## src/hdl/psa_pkg.sv

```systemverilog
// Package for the period statistics accumulator: operation codes, kind codes and state encoding.
// No dependencies.
`timescale 1ns / 1ps
`default_nettype none
package psa_pkg;
   localparam logic [3:0] FUNC_ADD         = 4'd0;
   localparam logic [3:0] FUNC_PERIOD_SUM  = 4'd1;
   localparam logic [3:0] FUNC_PERIOD_RMS  = 4'd2;
   localparam logic [3:0] FUNC_PERIOD_MEAN = 4'd3;
   localparam logic [3:0] FUNC_PERIOD_RAT  = 4'd4;
   localparam logic [3:0] FUNC_TOTAL_SUM   = 4'd5;
   localparam logic [3:0] FUNC_TOTAL_RMS   = 4'd6;
   localparam logic [3:0] FUNC_TOTAL_MEAN  = 4'd7;
   localparam logic [3:0] FUNC_TOTAL_RAT   = 4'd8;

   typedef enum logic [1:0] {
      KIND_SUM   = 2'd0,
      KIND_RMS   = 2'd1,
      KIND_MEAN  = 2'd2,
      KIND_RATIO = 2'd3
   } kind_type;

   typedef enum logic [4:0] {
      ST_IDLE = 5'b00001,
      ST_DIV  = 5'b00010,
      ST_SQRT = 5'b00100,
      ST_FIX  = 5'b01000,
      ST_OUT  = 5'b10000
   } state_type;
endpackage
`default_nettype wire

```

## src/hdl/psa_divsqrt.sv

```systemverilog
// Shared restoring divider / bit-serial square root unit, one bit per cycle.
// Depends on psa_pkg (kind codes).
`timescale 1ns / 1ps
`default_nettype none
module psa_divsqrt #(
   parameter int FRAC_BITS   = 16,
   parameter int RATIO_SCALE = 10000
) (
   input  wire logic               clock,
   input  wire logic               reset,
   input  wire logic               start,
   input  wire psa_pkg::kind_type  kind,
   input  wire logic signed [63:0] s_in,
   input  wire logic [31:0]        n_in,
   input  wire logic signed [63:0] d_in,
   output logic                    done,
   output logic signed [63:0]      res
);
   localparam logic [127:0] SCALE = 128'(RATIO_SCALE) << FRAC_BITS;

   // phase: 0 idle, 1 dividing, 2 square root, 3 finishing the quotient
   logic [1:0]   phase_ff, phase_in;
   logic [6:0]   cnt_ff, cnt_in;
   logic [127:0] num_ff, num_in;
   logic [63:0]  dm_ff, dm_in;
   logic [64:0]  rem_ff, rem_in;
   logic [127:0] quo_ff, quo_in;
   logic         neg_ff, neg_in;
   logic         zero_ff, zero_in;
   logic         done_ff, done_in;
   logic signed [63:0] res_ff, res_in;
   psa_pkg::kind_type kind_ff, kind_in;
   // square root regs
   logic [95:0]  sq_rad_ff, sq_rad_in;
   logic [97:0]  sq_rem_ff, sq_rem_in;
   logic [47:0]  sq_root_ff, sq_root_in;

   logic [63:0]  s_mag;
   logic [127:0] prod;
   logic [64:0]  trial;
   logic [97:0]  sq_trial, sq_sub;
   logic [63:0]  q_s;

   assign s_mag = s_in[63] ? 64'(-s_in) : 64'(s_in);
   assign prod  = {64'd0, s_mag} * SCALE;
   assign trial = {rem_ff[63:0], num_ff[127]};
   assign sq_trial = {sq_rem_ff[95:0], sq_rad_ff[95:94]};
   assign sq_sub   = {48'd0, sq_root_ff, 2'b01};
   assign q_s = neg_ff ? 64'(-quo_ff[63:0]) : quo_ff[63:0];

   always_comb begin
      phase_in = phase_ff; cnt_in = cnt_ff; num_in = num_ff; dm_in = dm_ff;
      rem_in = rem_ff; quo_in = quo_ff; neg_in = neg_ff; zero_in = zero_ff;
      done_in = 1'b0; res_in = res_ff; kind_in = kind_ff;
      sq_rad_in = sq_rad_ff; sq_rem_in = sq_rem_ff; sq_root_in = sq_root_ff;
      unique case (phase_ff)
         2'd0: begin
            if (start) begin
               kind_in = kind;
               rem_in  = '0;
               quo_in  = '0;
               if (kind == psa_pkg::KIND_RATIO) begin
                  num_in  = prod;
                  dm_in   = d_in[63] ? 64'(-d_in) : 64'(d_in);
                  neg_in  = s_in[63] != d_in[63];
                  zero_in = (d_in == 0) || (s_in == 0);
               end else begin
                  num_in  = {s_mag, 64'd0};
                  dm_in   = {32'd0, n_in};
                  neg_in  = s_in[63];
                  zero_in = (n_in == 0);
               end
               cnt_in   = (kind == psa_pkg::KIND_RATIO) ? 7'd127 : 7'd63;
               phase_in = 2'd1;
            end
         end
         2'd1: begin
            // restoring divide step: shift in one numerator bit
            num_in = num_ff << 1;
            if (trial >= {1'b0, dm_ff}) begin
               rem_in = trial - {1'b0, dm_ff};
               quo_in = {quo_ff[126:0], 1'b1};
            end else begin
               rem_in = trial;
               quo_in = {quo_ff[126:0], 1'b0};
            end
            cnt_in = cnt_ff - 7'd1;
            if (cnt_ff == 7'd0) phase_in = 2'd3;
         end
         2'd2: begin
            sq_rad_in = sq_rad_ff << 2;
            if (sq_trial >= sq_sub) begin
               sq_rem_in  = sq_trial - sq_sub;
               sq_root_in = {sq_root_ff[46:0], 1'b1};
            end else begin
               sq_rem_in  = sq_trial;
               sq_root_in = {sq_root_ff[46:0], 1'b0};
            end
            cnt_in = cnt_ff - 7'd1;
            if (cnt_ff == 7'd0) begin
               phase_in = 2'd0;
               done_in  = 1'b1;
               res_in   = 64'(sq_root_in);
            end
         end
         default: begin
            // finish the quotient
            phase_in = 2'd0;
            done_in  = 1'b1;
            if (kind_ff == psa_pkg::KIND_RATIO) begin
               if (zero_ff) res_in = '0;
               else if (!neg_ff)
                  res_in = (quo_ff[127:64] != 0 || quo_ff[63]) ?
                           64'h7FFF_FFFF_FFFF_FFFF : quo_ff[63:0];
               else
                  res_in = (quo_ff[127:64] != 0 || quo_ff[63:0] > 64'h8000_0000_0000_0000) ?
                           64'h8000_0000_0000_0000 : 64'(-quo_ff[63:0]);
            end else if (zero_ff) begin
               res_in = '0;
            end else if (kind_ff == psa_pkg::KIND_MEAN) begin
               res_in = q_s;
            end else begin
               if (q_s[63] || q_s == 0) res_in = '0;
               else begin
                  done_in    = 1'b0;
                  phase_in   = 2'd2;
                  sq_rad_in  = {32'(q_s >> (64 - FRAC_BITS)), 64'(q_s << FRAC_BITS)};
                  sq_rem_in  = '0;
                  sq_root_in = '0;
                  cnt_in     = 7'd47;
               end
            end
         end
      endcase
   end

   always_ff @(posedge clock) begin
      if (reset) begin
         phase_ff <= 2'd0;
         done_ff  <= 1'b0;
      end else begin
         phase_ff <= phase_in;
         done_ff  <= done_in;
      end
      cnt_ff <= cnt_in; num_ff <= num_in; dm_ff <= dm_in; rem_ff <= rem_in;
      quo_ff <= quo_in; neg_ff <= neg_in; zero_ff <= zero_in; res_ff <= res_in;
      kind_ff <= kind_in; sq_rad_ff <= sq_rad_in; sq_rem_ff <= sq_rem_in;
      sq_root_ff <= sq_root_in;
   end

   assign done = done_ff;
   assign res  = res_ff;
endmodule
`default_nettype wire

```

## src/hdl/period_statistics_accumulator_unit.sv

```systemverilog
// Period statistics accumulator: period and grand totals with sum/RMS/mean/ratio.
// Add and sum-close requests are answered without the arithmetic unit; mean, ratio and rms
// results come from the one-bit-per-cycle shared divide/square-root unit (psa_divsqrt).
// Throughput: one word at a time; req_tready is low while an item is in work.
// Reset: synchronous, active high; clears all accumulators and the handshake.
// Depends on psa_pkg and psa_divsqrt.
`timescale 1ns / 1ps
`default_nettype none
module period_statistics_accumulator_unit #(
   parameter int FRAC_BITS   = 16,
   parameter int RATIO_SCALE = 10000
) (
   input  wire logic         clock,
   input  wire logic         reset,
   input  wire logic         req_tvalid,
   output logic              req_tready,
   input  wire logic [71:0]  req_tdata,  // func[3:0], value[35:4], side_value[67:36]
   output logic              rsp_tvalid,
   input  wire logic         rsp_tready,
   output logic [159:0]      rsp_tdata   // result[63:0], total_items[95:64], total_side_sum[159:96]
);
   localparam logic signed [63:0] SMAX = 64'sh7FFF_FFFF_FFFF_FFFF;
   localparam logic signed [63:0] SMIN = 64'sh8000_0000_0000_0000;

   psa_pkg::state_type state_ff, state_in;
   logic [31:0]        pcnt_ff, pcnt_in, gcnt_ff, gcnt_in;
   logic signed [63:0] psum_ff, psum_in, pside_ff, pside_in;
   logic signed [63:0] gsum_ff, gsum_in, gside_ff, gside_in;
   logic signed [63:0] res_ff, res_in;
   logic               start;
   psa_pkg::kind_type  kind;
   logic signed [63:0] op_s, op_d;
   logic [31:0]        op_n;
   logic               du_done;
   logic signed [63:0] du_res;

   logic [3:0]         func;
   logic signed [31:0] value, side_value;
   assign func       = req_tdata[3:0];
   assign value      = req_tdata[35:4];
   assign side_value = req_tdata[67:36];

   function automatic logic signed [63:0] sat_add(logic signed [63:0] a, logic signed [63:0] b);
      logic signed [63:0] s;
      s = a + b;
      if (!a[63] && !b[63] && s[63]) return SMAX;
      if (a[63] && b[63] && !s[63]) return SMIN;
      return s;
   endfunction

   function automatic logic [31:0] sat_inc(logic [31:0] a, logic [31:0] b);
      logic [32:0] s;
      s = {1'b0, a} + {1'b0, b};
      return s[32] ? 32'hFFFF_FFFF : s[31:0];
   endfunction

   wire accept = req_tvalid && req_tready;
   wire is_period = (func >= psa_pkg::FUNC_PERIOD_SUM) && (func <= psa_pkg::FUNC_PERIOD_RAT);
   wire is_total  = (func >= psa_pkg::FUNC_TOTAL_SUM) && (func <= psa_pkg::FUNC_TOTAL_RAT);

   // pick the operands: period or grand totals
   assign op_s = is_period ? psum_ff : gsum_ff;
   assign op_n = is_period ? pcnt_ff : gcnt_ff;
   assign op_d = is_period ? pside_ff : gside_ff;
   assign kind = psa_pkg::kind_type'(is_period ? 2'(func - psa_pkg::FUNC_PERIOD_SUM)
                                               : 2'(func - psa_pkg::FUNC_TOTAL_SUM));
   // sums need no arithmetic unit
   assign start = accept && (is_period || is_total) && (kind != psa_pkg::KIND_SUM);

   psa_divsqrt #(.FRAC_BITS(FRAC_BITS), .RATIO_SCALE(RATIO_SCALE)) u_du (
      .clock(clock), .reset(reset), .start(start), .kind(kind),
      .s_in(op_s), .n_in(op_n), .d_in(op_d), .done(du_done), .res(du_res)
   );

   always_comb begin
      state_in = state_ff;
      pcnt_in = pcnt_ff; psum_in = psum_ff; pside_in = pside_ff;
      gcnt_in = gcnt_ff; gsum_in = gsum_ff; gside_in = gside_ff;
      res_in = res_ff;
      unique case (state_ff)
         psa_pkg::ST_IDLE: begin
            if (accept) begin
               res_in = '0;
               if (func == psa_pkg::FUNC_ADD) begin
                  pcnt_in  = sat_inc(pcnt_ff, 32'd1);
                  psum_in  = sat_add(psum_ff, 64'(value));
                  pside_in = sat_add(pside_ff, 64'(side_value));
               end else if (is_period) begin
                  // fold the period into the totals, then clear it
                  gcnt_in  = sat_inc(gcnt_ff, pcnt_ff);
                  gsum_in  = sat_add(gsum_ff, psum_ff);
                  gside_in = sat_add(gside_ff, pside_ff);
                  pcnt_in = '0; psum_in = '0; pside_in = '0;
                  res_in = psum_ff;
               end else if (is_total) begin
                  pcnt_in = '0; psum_in = '0; pside_in = '0;
                  gcnt_in = '0; gsum_in = '0; gside_in = '0;
                  res_in = gsum_ff;
               end
               state_in = start ? psa_pkg::ST_DIV : psa_pkg::ST_OUT;
            end
         end
         psa_pkg::ST_DIV: begin
            // hold until the shared unit finishes
            if (du_done) begin
               res_in   = du_res;
               state_in = psa_pkg::ST_OUT;
            end
         end
         psa_pkg::ST_OUT: begin
            if (rsp_tready) state_in = psa_pkg::ST_IDLE;
         end
         default: state_in = psa_pkg::ST_IDLE;
      endcase
   end

   always_ff @(posedge clock) begin
      if (reset) begin
         state_ff <= psa_pkg::ST_IDLE;
         pcnt_ff <= '0; psum_ff <= '0; pside_ff <= '0;
         gcnt_ff <= '0; gsum_ff <= '0; gside_ff <= '0;
      end else begin
         state_ff <= state_in;
         pcnt_ff <= pcnt_in; psum_ff <= psum_in; pside_ff <= pside_in;
         gcnt_ff <= gcnt_in; gsum_ff <= gsum_in; gside_ff <= gside_in;
      end
      res_ff <= res_in;
   end

   assign req_tready = (state_ff == psa_pkg::ST_IDLE);
   assign rsp_tvalid = (state_ff == psa_pkg::ST_OUT);
   assign rsp_tdata  = {gside_ff, gcnt_ff, res_ff};

`ifndef ASSERT_OFF
   a_no_accept_busy: assert property (@(posedge clock) disable iff (reset)
      (state_ff != psa_pkg::ST_IDLE) |-> !req_tready) else $error("ready while busy");
   a_done_in_div: assert property (@(posedge clock) disable iff (reset)
      du_done |-> (state_ff == psa_pkg::ST_DIV)) else $error("unit done outside divide");
   a_out_after: assert property (@(posedge clock) disable iff (reset)
      (rsp_tvalid && !rsp_tready) |=> rsp_tvalid) else $error("result dropped");
`endif
endmodule
`default_nettype wire
```

## config.mk

```make
export PLATFORM = sky130hd
export DESIGN_NAME = period_statistics_accumulator_unit
export DESIGN_NICKNAME = d
export VERILOG_FILES = /design/src/hdl/psa_pkg.sv /design/src/hdl/psa_divsqrt.sv /design/src/hdl/period_statistics_accumulator_unit.sv
export SDC_FILE = /design/constraint.sdc
export NUM_CORES = 2
export LEC_CHECK = 0
export BUFFER_PORTS_ARGS = -buffer_cell sky130_fd_sc_hd__buf_2
export CORE_UTILIZATION = 34
export CTS_BUF_LIST = sky130_fd_sc_hd__clkbuf_4 sky130_fd_sc_hd__clkbuf_8
export DETAILED_ROUTE_END_ITERATION = 8
export PLACE_DENSITY_LB_ADDON = 0.25
export SLEW_MARGIN = 20
export SYNTH_ARGS = -nofsm -noshare
export SYNTH_HDL_FRONTEND = slang
export SYNTH_HIERARCHICAL = 1
export SYNTH_SLANG_ARGS = --single-unit
```

## constraint.sdc

```tcl
create_clock -name clock -period 29.2 [get_ports clock]
set_input_delay 1.46 -clock clock [delete_from_list [all_inputs] [get_ports clock]]
set_output_delay 1.46 -clock clock [all_outputs]
set_load 0.02 [all_outputs]
```

==> run summary <==
status = finished clean
number of post-CTS setup repair buffers = 0
CTS root buffer = clkbuf_8
post-detail-place hpwl = 232000 µm
setup TNS = 0 ns
Most common cell on crit path = inv_1
CP max FO = 42
global-route wire length before repair = 463000 µm
initial antenna violation count = 24
Critical path origin = req_tdata[0]
Area growth syn-to-layout = 9.89%
max cap viols = 0
Vias/cell = 5.63
post-cts hold buffer count = 0
PnR worst setup slack = 17.93 ns
leak pwr = 0.0406 µW
final wirelength = 308000 µm
Max VDD drop = 51.2 µV
Sw Ratio = 33.6%
final hold viol count = 0
Reg power frac = 41.7%
initial drt markers = 6823
Highest Signal Layer = met4
IO Pins = 238
CTS tree = yes
post-CTS resize count = 0
H-tree Lvls = 4
Remaining DRCs = 0
start of the worst register-to-register path = psum_ff[12]$_SDFFE_PP0P_
Synth warnings = 6
skew final = 0.0886 ns
Post-Syn Area = 86500 µm²
layout cell share with drive strength beyond 1 = 8.28%
Sink Count = 1053
Die Wd = 506 µm
cts bufs inserted = 203
fillers = 26.0k
post-synthesis xor/xnor area fraction = 7.01%
Via Count = 77.9k
Crit. End Element = register
mux cell area share after synthesis = 0.920%
gr ovfl total = 0
Rows = 184
# nets final = 11.2k
WP data required = 29.93 ns
post-synthesis sequential area ratio = 32.8%
clock-pin slew of the registers on the worst-case setup and hold paths = 0.07 ns
Clk network pwr share = 35.8%
worst min path class = register to register
vias in the first global route = 73.9k
clock buffer depth = 3
Hold Crit Start = gsum_ff[63]$_SDFFE_PP0P_
Final Slew Violations = 0
Slew @ Worst Pin = 1.38 ns
Die Y = 506 µm
M1 WL = 143000 µm
fin crit period = 11.27 ns
Post-DRT Antenna Nets = 0
Mapped Nets = 11.3k
wire length on met3 = 20800 µm
Starting Density = 34.3%
kind of critical path = input port to register
EDFF count, synth = 727
wire per inst = 22.3 µm
NetSw = 1550 µW
later-pin clock latency in the skew report = 1.05 ns
slowest cell on the critical path = or4_1
DP Worst Slack = 16.96 ns
part of the cycle the worst path needs = 38.6%
Final setup viols = 0
max_slew headroom = 7.19%
gp weighted congestion = 0.974
Cell Int Power = 3060 µW
largest family of logic cells by synthesized area = compound AO/OA/AOI/OAI gates
#FFs+latches synth = 1053
Most used DFF post-synth = edfxtp_1
Global Route Usage Sum = 23.3%
unique cell type count in the Yosys netlist = 102
DRT Pass-1 Iters = 6
RSZ-0062 raised after global routing = false
Core ar. = 252000 µm²
Adder-Cell Fraction of Synth Area = 13.4%
Compound-Gate Fraction of Synth Area = 21.4%
IO Port Bufs = 233
largest net degree at the start of global routing = 185
Startpoint Class = input port
Synth Area in Simple Gates = 18.7%
Combinational Power Share = 22.4%
Max Freq = 0.0887 GHz
Total Die Area = 256000 µm²
Synth Area per Inst = 8.34 µm²
Async SR Flop Fraction = 0%
Syn Inst Count = 10.4k
Worst Path Arrival = 12.00 ns
Met2 Wirelength = 130000 µm
pwr/cell area = 48.5 nW/µm²
Worst path max stage delay = 0.60 ns
==> cell usage in the layout, fill, tap and decap left out, drive strengths merged, types with 82 or more instances in the layout <==
| cell | count |
|---|---|
| nor2 | 615 |
| o21ai | 597 |
| nor4 | 101 |
| ha | 641 |
| a31oi | 252 |
| inv | 700 |
| o21bai | 103 |
| o31ai | 101 |
| fa | 177 |
| a21o | 299 |
| nand4 | 160 |
| xor2 | 282 |
| xnor2 | 409 |
| nand3 | 189 |
| nand2b | 82 |
| dfxtp | 326 |
| nand2 | 1618 |
| and2 | 176 |
| clkbuf | 276 |
| a21oi | 890 |
| nor3 | 197 |
| edfxtp | 727 |
| or3 | 84 |
| buf | 329 |
==> worst max-delay path, delay by kind of cell <==
family | cells | cell delay, ns
and+or+nand+nor | 14 | 5.16
adders and majority gates | 7 | 2.77
AOI/OAI and AO/OA | 7 | 1.16
buffers and inverters | 8 | 1.07
xor gates and xnor gates | 1 | 0.29
==> per-stage QoR <==
step	util, %	cells	instance area, µm²	power [µW]	hold WS (ns)
after floorplan	-	10400	86500	2690	0.435
after global placement	35.9	13400	90500	2960	0.447
after detailed placement	35.9	13400	90500	2970	0.460
after CTS	37.7	13800	95000	4640	0.473
after global routing	37.7	13800	95000	4830	0.491
final	37.7	13800	95000	4610	0.475
==> cell type report <==
cell class	count	area (µm²)	area share (%)
inverters	691	2600	2.74
clock inverters	108	998	1.05
flip-flops and latches	1053	28400	29.8
multi-input cells	8017	53400	56.2
clock buffers	276	3460	3.64
well taps	3348	4190	4.41
diodes	19	47.5	0.0500
repair buffers	329	1950	2.06
==> sequential cells by signal, summed over array words and instances, names as in the netlist, 3 cells and up <==
name / cells
res_ff: 64
u_du/cnt_ff: 7
u_du/sq_root_ff: 48
u_du/sq_rem_ff: 96
pside_ff: 64
psum_ff: 64
u_du/rem_ff: 64
u_du/res: 64
u_du/sq_rad_ff: 80
gcnt_ff: 32
pcnt_ff: 32
state_ff: 3
u_du/quo_ff: 128
gside_ff: 64
u_du/num_ff: 108
u_du/dm_ff: 64
gsum_ff: 64
==> synthesized netlist by cell type (all sizes together) (160+ instances only) <==
master | number | share of area, %
clkbuf | 501 | 2.2
xnor2 | 409 | 4.2
edfxtp | 727 | 25
and2 | 176 | 1.3
a21oi | 890 | 5.2
nor2 | 615 | 2.7
fa | 177 | 4.1
nand2 | 1618 | 7.0
nand4 | 160 | 1.2
dfxtp | 326 | 7.5
xor2 | 282 | 2.9
a21o | 299 | 2.6
inv | 690 | 3.0
a31oi | 252 | 1.8
nand3 | 189 | 1.1
nor3 | 197 | 1.1
ha | 641 | 9.3
o21ai | 597 | 3.5
==> routing by layer <==
metal	GRT usage [%]	vias to the layer above
met3	3.81	458
met5	0	-
li1	-	37000
met1	32.9	37800
met2	35.0	2605
met4	10.0	0
==> logic make-up after synthesis <==
| logic type | count (synthesis) |
|---|---|
| xor+xnor | 691 |
| mux | 73 |
| fa+ha+maj | 818 |
| buf+inv | 1297 |
| flops | 1053 |
| simple gates | 3513 |
| compound gates | 2922 |
==> path summary, 6_finish.rpt <==
check                                   end  slack (ns)  cells after the start
hold / removal     gsum_ff[63]$_SDFFE_PP0P_        0.48                      2
hold reg to reg    gsum_ff[63]$_SDFFE_PP0P_        0.48                      2
setup reg to reg  u_du/num_ff[88]$_DFFE_PP_       19.38                     30
setup / recovery  u_du/num_ff[88]$_DFFE_PP_       17.93                     37
==> power groups by stage <==
stage / Sequential, µW / Clock [µW] / Combinational, µW
6_report: 1920 / 1650 / 1030
5_1_grt: 1940 / 1750 / 1130
4_1_cts: 1920 / 1690 / 1020
3_5_place_dp: 1950 / 0 / 1020
3_3_place_gp: 1950 / 0 / 1010
2_1_floorplan: 1960 / 0 / 736
(Power assumes the default switching activity.)
